===== src/rtl/pbb_pkg.sv =====
// ----------------------------------------------------------------------------
// Pacing byte budget package
// Shared types, constants and the divide-by-8000 helper for the byte pacer.
// ----------------------------------------------------------------------------
package pbb_pkg;

    // Item operation codes.
    typedef enum logic [1:0] {
        FUNC_TICK   = 2'd0,
        FUNC_PACKET = 2'd1,
        FUNC_RATE   = 2'd2,
        FUNC_NOP    = 2'd3
    } func_t;

    localparam int WINDOW_W = 14;
    localparam int RATE_W   = 32;
    localparam int MS_W     = 16;
    localparam int SIZE_W   = 16;
    localparam int BUDGET_W = 34;
    localparam int LIMIT_W  = 33;
    localparam int ADD_W    = 36;
    localparam int QUOT_W   = 20;
    localparam int REM_W    = 13;

    localparam logic [WINDOW_W-1:0] WINDOW_RESET = 14'd500;
    localparam logic [REM_W-1:0]    DIVISOR      = 13'd8000;
    localparam logic [LIMIT_W-1:0]  BUDGET_MAX   = 33'h1_FFFF_FFFF;

    // 8000 = 64 * 125; the divide by 125 uses ceil(2^33 / 125), which is exact
    // for every dividend below 2^26.
    localparam int               PRE_SHIFT   = 6;
    localparam int               RECIP_SHIFT = 33;
    localparam logic [26:0]      RECIP_125   = 27'd68719477;

    // Input item payload.
    typedef struct packed {
        logic [1:0]          func;
        logic [MS_W-1:0]     elapsed_ms;
        logic [SIZE_W-1:0]   packet_bytes;
        logic [RATE_W-1:0]   new_rate_bps;
    } item_t;

    // Result item payload.
    typedef struct packed {
        logic signed [BUDGET_W-1:0] budget_bytes;
        logic                       over_budget;
        logic                       pacing_on;
    } result_t;

    // Precomputed operands handed to the budget update stage.
    typedef struct packed {
        logic [1:0]          func;
        logic                pace_on;
        logic                tick_en;
        logic [SIZE_W-1:0]   size;
        logic [ADD_W-1:0]    add;
        logic [LIMIT_W-1:0]  limit;
    } upd_t;

    // Floor of x / 8000 for any 32-bit x.
    function automatic logic [QUOT_W-1:0] div8000(input logic [RATE_W-1:0] x);
        logic [52:0] prod;
        prod = 53'(x[RATE_W-1:PRE_SHIFT]) * 53'(RECIP_125);
        return prod[RECIP_SHIFT+QUOT_W-1:RECIP_SHIFT];
    endfunction

endpackage


===== src/rtl/pbb_ifs.sv =====


interface pbb_result_if;
    logic             valid;
    logic             ready;
    pbb_pkg::result_t data;

    modport source (output valid, output data, input ready);
    modport sink (input valid, input data, output ready);
endinterface


===== src/rtl/pbb_budget.sv =====
// ----------------------------------------------------------------------------
// Pacing byte budget update
// Holds the signed byte budget, applies one item per cycle unless the result
// channel stalls, and drives the result register.
// ----------------------------------------------------------------------------
module pbb_budget (
    input  logic           clk,
    input  logic           rst_n,
    input  logic           upd_valid,
    output logic           upd_ready,
    input  pbb_pkg::upd_t  upd,
    pbb_result_if.source   result_ch
);

    logic signed [pbb_pkg::BUDGET_W-1:0] budget_reg;
    logic signed [pbb_pkg::BUDGET_W-1:0] budget_next;
    logic                                res_valid_reg;
    pbb_pkg::result_t                    res_reg;
    logic                                over_next;
    logic                                take;

    logic signed [37:0] b;
    logic signed [37:0] addx;
    logic signed [37:0] limx;
    logic signed [37:0] sizex;
    logic signed [37:0] refill;
    logic signed [37:0] diff;
    logic signed [37:0] nb;

    assign upd_ready = !res_valid_reg || result_ch.ready;
    assign take      = upd_valid && upd_ready;

    assign result_ch.valid = res_valid_reg;
    assign result_ch.data  = res_reg;

    // Operands widened to a common signed width.
    assign b      = 38'(budget_reg);
    assign addx   = $signed({2'b00, upd.add});
    assign limx   = $signed({5'b00000, upd.limit});
    assign sizex  = $signed({22'd0, upd.size});
    assign refill = b[37] ? (b + addx) : addx;
    assign diff   = b - sizex;

    // Budget update for the item in hand.
    always_comb
    begin
        nb        = b;
        over_next = 1'b0;
        case (upd.func)
            pbb_pkg::FUNC_TICK:
            begin
                if (upd.tick_en)
                begin
                    nb = (refill < limx) ? refill : limx;
                end
            end
            pbb_pkg::FUNC_PACKET:
            begin
                if (upd.pace_on)
                begin
                    if (b >= sizex)
                    begin
                        nb = diff;
                    end
                    else
                    begin
                        nb        = (diff > -limx) ? diff : -limx;
                        over_next = 1'b1;
                    end
                end
            end
            pbb_pkg::FUNC_RATE:
            begin
                if (!upd.pace_on)
                begin
                    nb = '0;
                end
                else if (b > limx)
                begin
                    nb = limx;
                end
                else if (b < -limx)
                begin
                    nb = -limx;
                end
            end
            default:
            begin
                nb = b;
            end
        endcase
        budget_next = nb[pbb_pkg::BUDGET_W-1:0];
    end

    // Budget state and result valid.
    always_ff @(posedge clk or negedge rst_n)
    begin
        if (!rst_n)
        begin
            budget_reg    <= '0;
            res_valid_reg <= 1'b0;
        end
        else
        begin
            if (take)
            begin
                budget_reg <= budget_next;
            end
            if (upd_ready)
            begin
                res_valid_reg <= upd_valid;
            end
        end
    end

    // Result payload.
    always_ff @(posedge clk)
    begin
        if (take)
        begin
            res_reg.budget_bytes <= budget_next;
            res_reg.over_budget  <= over_next;
            res_reg.pacing_on    <= upd.pace_on;
        end
    end

endmodule


===== src/flat_wrapper.sv =====
// flat-port wrapper written by rule: the top's interface ports become plain ports
module pbb_budget_flat 
  (clk, rst_n, upd_valid, upd_ready, upd, result_ch_valid, result_ch_data, result_ch_ready);
  pbb_result_if result_ch_i ();
  input  logic clk;
  input  logic rst_n;
  input  logic upd_valid;
  output logic upd_ready;
  input  pbb_pkg::upd_t upd;
  output wire logic [$bits(result_ch_i.valid)-1:0] result_ch_valid;
  output wire logic [$bits(result_ch_i.data)-1:0] result_ch_data;
  input wire logic [$bits(result_ch_i.ready)-1:0] result_ch_ready;
  assign result_ch_valid = result_ch_i.valid;
  assign result_ch_data = result_ch_i.data;
  assign result_ch_i.ready = result_ch_ready;
  pbb_budget u_core (.clk(clk), .rst_n(rst_n), .upd_valid(upd_valid), .upd_ready(upd_ready), .upd(upd), .result_ch(result_ch_i));
endmodule

===== config.mk =====
export PLATFORM = sky130hd
export DESIGN_NAME = pbb_budget_flat
export DESIGN_NICKNAME = d
export VERILOG_FILES = /design/src/rtl/pbb_pkg.sv /design/src/rtl/pbb_ifs.sv /design/src/rtl/pbb_budget.sv /design/src/flat_wrapper.sv
export SDC_FILE = /design/constraint.sdc
export NUM_CORES = 1
export LEC_CHECK = 0
export BUFFER_PORTS_ARGS = -buffer_cell sky130_fd_sc_hd__clkbuf_2
export CORE_MARGIN = 2
export CORE_UTILIZATION = 41
export DETAILED_ROUTE_END_ITERATION = 10
export RECOVER_POWER = 50
export SLEW_MARGIN = 20
export SYNTH_ARGS = -nofsm -noshare
export SYNTH_HDL_FRONTEND = slang
export SYNTH_SLANG_ARGS = --single-unit

===== constraint.sdc =====
create_clock -name clk -period 6.3 [get_ports clk]
set_clock_uncertainty 0.1 [all_clocks]
set_input_delay 1.26 -clock clk [delete_from_list [all_inputs] [get_ports clk]]
set_output_delay 1.26 -clock clk [all_outputs]
set_load 0.01 [all_outputs]

==> impl_metrics.py <==
metrics = {
    "detailed_routing": {
        "drtAntennaViolNets": 0,
        "drt-initial-drc-count": 1819,
        "vias": 16250,
        "wl_per_cell_um": 23.69,
        "first_pass_iters": 6,
        "drcViolationCount": 0,
        "wirelength_um": 60670,
        "vias_per_cell": 6.346,
    },
    "pwr": {
        "finalPower_mw": 7.338,
        "cellLeakagePower_nw": 8.286,
        "powerDensity_mw_per_mm2": 405.1,
        "max-vdd-ir-drop_uv": 203.7,
    },
    "layout": {
        "n_fill_cell": 2976,
        "nNetsFinal": 2442,
        "mostFrequentLayoutCell": "buf_4",
        "syn2layout_area_growth_pct": 36.63,
        "drive_above_1_share_pct": 31.51,
        "final_cell_mix": "buf_4 (373), ha_1 (193), nor2_1 (137), a21oi_1 (136), nand2_1 (118)",
        "instances_no_fill": 2561,
        "largest_reg_flops": 36,
        "final_area_mm2": 0.01811,
    },
    "sta": {
        "worstMarginPinSlew_ns": 2.629,
        "post-route-min-period_ns": 6.369,
        "drv_slew": 76,
        "maxSlewHeadroom_pct": -75.24,
        "rsz0062_at_grt": "yes",
        "timing.final.ws_setup_ns": -0.06858,
        "timing.fmax_ghz": 0.1570,
        "setup_viol": 6,
        "finalHoldViolCount": 0,
        "final.setup.tns_ns": -0.1680,
        "finalCritPeriodShare_pct": 101.1,
    },
    "setup_path": {
        "cp_max_fo": 6,
        "path_cells": "buf_6 > or4_4 > or3_4 > or4_4 > or3_4 > buf_4 > nor3_4 > buf_4 > ha_1 > and4_1 > nand4_1 > a211o_1 > a32o_2 > nand3_4 > buf_12 > buf_12 > clkbuf_16 > a31o_2 > a22oi_1 > o211a_1 > o211ai_1 > mux2_4",
        "crit_path_start_kind": "primary input",
        "crit_arrival_ns": 6.36,
        "path_class": "primary input to register",
        "crit_path_end_kind": "register",
        "cpPeakStageDelay_ns": 0.52,
        "required_ns": 6.29,
        "cp_slowest_cell": "or4_4",
    },
    "yosys": {
        "syn_nets": 2000,
        "synth_seq_cells": 71,
        "ys.flop_type": "edfxtp_1",
        "netlist_instances": 1711,
        "synth.distinct_cells": 89,
        "ys_warn_count": 0,
        "avgSynthCellArea_um2": 7.748,
        "synth_area_mm2": 0.01326,
        "synth_edf_count": 36,
        "synth-seq-area-share_pct": 14.76,
        "synthArstFlopShare_pct": 49.30,
    },
    "global_routing": {
        "grt_usage_pct": 34.51,
        "grt_max_degree": 50,
        "grt_first_pass_wirelength_um": 88580,
        "grt_pass1_vias": 15190,
        "antenna_found_initial": 1,
        "grt_overflow": 0,
    },
    "clocking": {
        "clkTransAtPathRegs_ns": 0.06,
        "clk_latency_ns": 0.35,
        "cts_buffer_depth": 2,
        "clock-sinks": 71,
        "cts_tree": "built",
        "cts.root.buffer_cell": "clkbuf_16",
        "cts_made_buffers": 9,
        "htreeDepth": 3,
    },
    "die": {
        "core_mm2": 0.03172,
        "die_w_um": 183.8,
        "placementRows": 65,
        "initial_core_util_pct": 41.79,
        "die_h_um": 183.8,
        "boundaryPins": 131,
        "design.die.area_mm2": 0.03379,
    },
    "place": {
        "port_buffers": 130,
        "place_area_mm2": 0.01684,
        "gp_congestion": 1.010,
        "hpwlAfterDp_um": 48860,
        "place_inst": 2513,
    },
    "run": {
        "drv_cap": 2,
    },
    "min_path": {
        "hold_path.class": "register to register",
    },
    "outcome": {
        "status": "finished with violations",
        "violations": "capacitance limit, slew limit, setup timing",
    },
}
synth_stat cells, drive strengths merged (30+ instances only):
cell / count / area, um^2
mux2i: 30 / 300.3
xnor2: 63 / 570.6
mux2: 44 / 503.0
nand3: 41 / 205.2
nand4: 40 / 250.2
o21ai: 80 / 404.1
dfrtp: 35 / 875.8
edfxtp: 36 / 1081
inv: 100 / 375.4
ha: 194 / 2427
nor2: 142 / 535.5
nand2: 118 / 442.9
a21o: 44 / 330.3
nor3: 42 / 220.2
clkbuf: 77 / 289.0
a31oi: 44 / 275.3
a21oi: 144 / 724.5
o211ai: 35 / 262.8
cells by family (layout without fill, tap and decap cells):
family | count (synthesis) | count (layout) | synth area share (%)
xor gates and xnor gates | 78 | 78 | 5.295
adders and majority gates | 196 | 196 | 18.61
DFF | 71 | 71 | 14.76
AOI/OAI and AO/OA | 563 | 563 | 28.77
and+or+nand+nor | 530 | 531 | 20.46
buffers and inverters | 199 | 645 | 6.041
other | 0 | 1 | 0
muxes | 74 | 74 | 6.059
final cells by class:
type | instances | area, um^2 | share of cell area [%]
multi-input cells | 1442 | 11110 | 61.34
repair buffers | 529 | 3840 | 21.20
flip-flops and latches | 71 | 1958 | 10.81
well taps | 402 | 503.0 | 2.777
inverters | 100 | 375.4 | 2.072
clock buffers | 9 | 225.2 | 1.243
clock inverters | 7 | 97.59 | 0.5388
diodes | 1 | 2.502 | 0.01382
final timing paths:
path,depth (start not counted),start,slack [ns],to
max,22,upd[18],-0.07,u_core.result_ch.data[34]$_DFFE_PP_
min,2,u_core.result_ch.valid$_DFFE_PN0N_,0.46,u_core.result_ch.valid$_DFFE_PN0N_
max reg2reg,23,u_core.budget_reg[1]$_DFFE_PN0P_,0.23,u_core.result_ch.data[11]$_DFFE_PP_
min reg2reg,2,u_core.result_ch.valid$_DFFE_PN0N_,0.46,u_core.result_ch.valid$_DFFE_PN0N_
max in group asynchronous,2,rst_n,2.93,u_core.budget_reg[33]$_DFFE_PN0P_
min in group asynchronous,2,rst_n,1.63,u_core.budget_reg[33]$_DFFE_PN0P_
timing repair:
action	4_1_cts	5_1_grt
endpoints found under the setup margin	61	68
hold buffers	0	0
buffers inserted	4	24
resized for setup	32	111
pin swaps	12	56
gates cloned	1	4
stage by stage:
step | utilization (%) | hold WS (ns) | setup WS, ns
CTS | 54.71 | 0.4582 | 0.0001936
floorplan | - | 0.4692 | 0.009087
detailed placement | 53.10 | 0.4451 | -0.7721
global route | 57.10 | 0.5225 | -0.1553
global placement | 53.10 | 0.4383 | -0.7198
finish | 57.10 | 0.4555 | -0.06858
worst max-delay path: cells and delay by family:
kind / cells / cell delay, ns
compound gates: 6 / 1.19
fa+ha+maj: 1 / 0.22
buf+inv: 6 / 0.86
mux: 1 / 0.29
simple gates: 8 / 2.52
routing by layer:
metal | share of wire [%] | GRT usage (%) | wire length, um | vias up
li1 | - | - | - | 7414
met1 | 41 | 46.50 | 24980 | 7661
met2 | 44 | 54.90 | 26770 | 1001
met3 | 9.5 | 4.002 | 5769 | 177
met4 | 5.2 | 16.51 | 3151 | 0
met5 | 0 | 0 | 0 | -
power breakdown:
part           internal (mW)  leakage, nW  switching [mW]
clock                  0.348        0.152           0.221
combinational           2.75         7.37            3.09
sequential             0.632        0.761           0.304
total                   3.73         8.29            3.61
(Power assumes the default switching activity.)
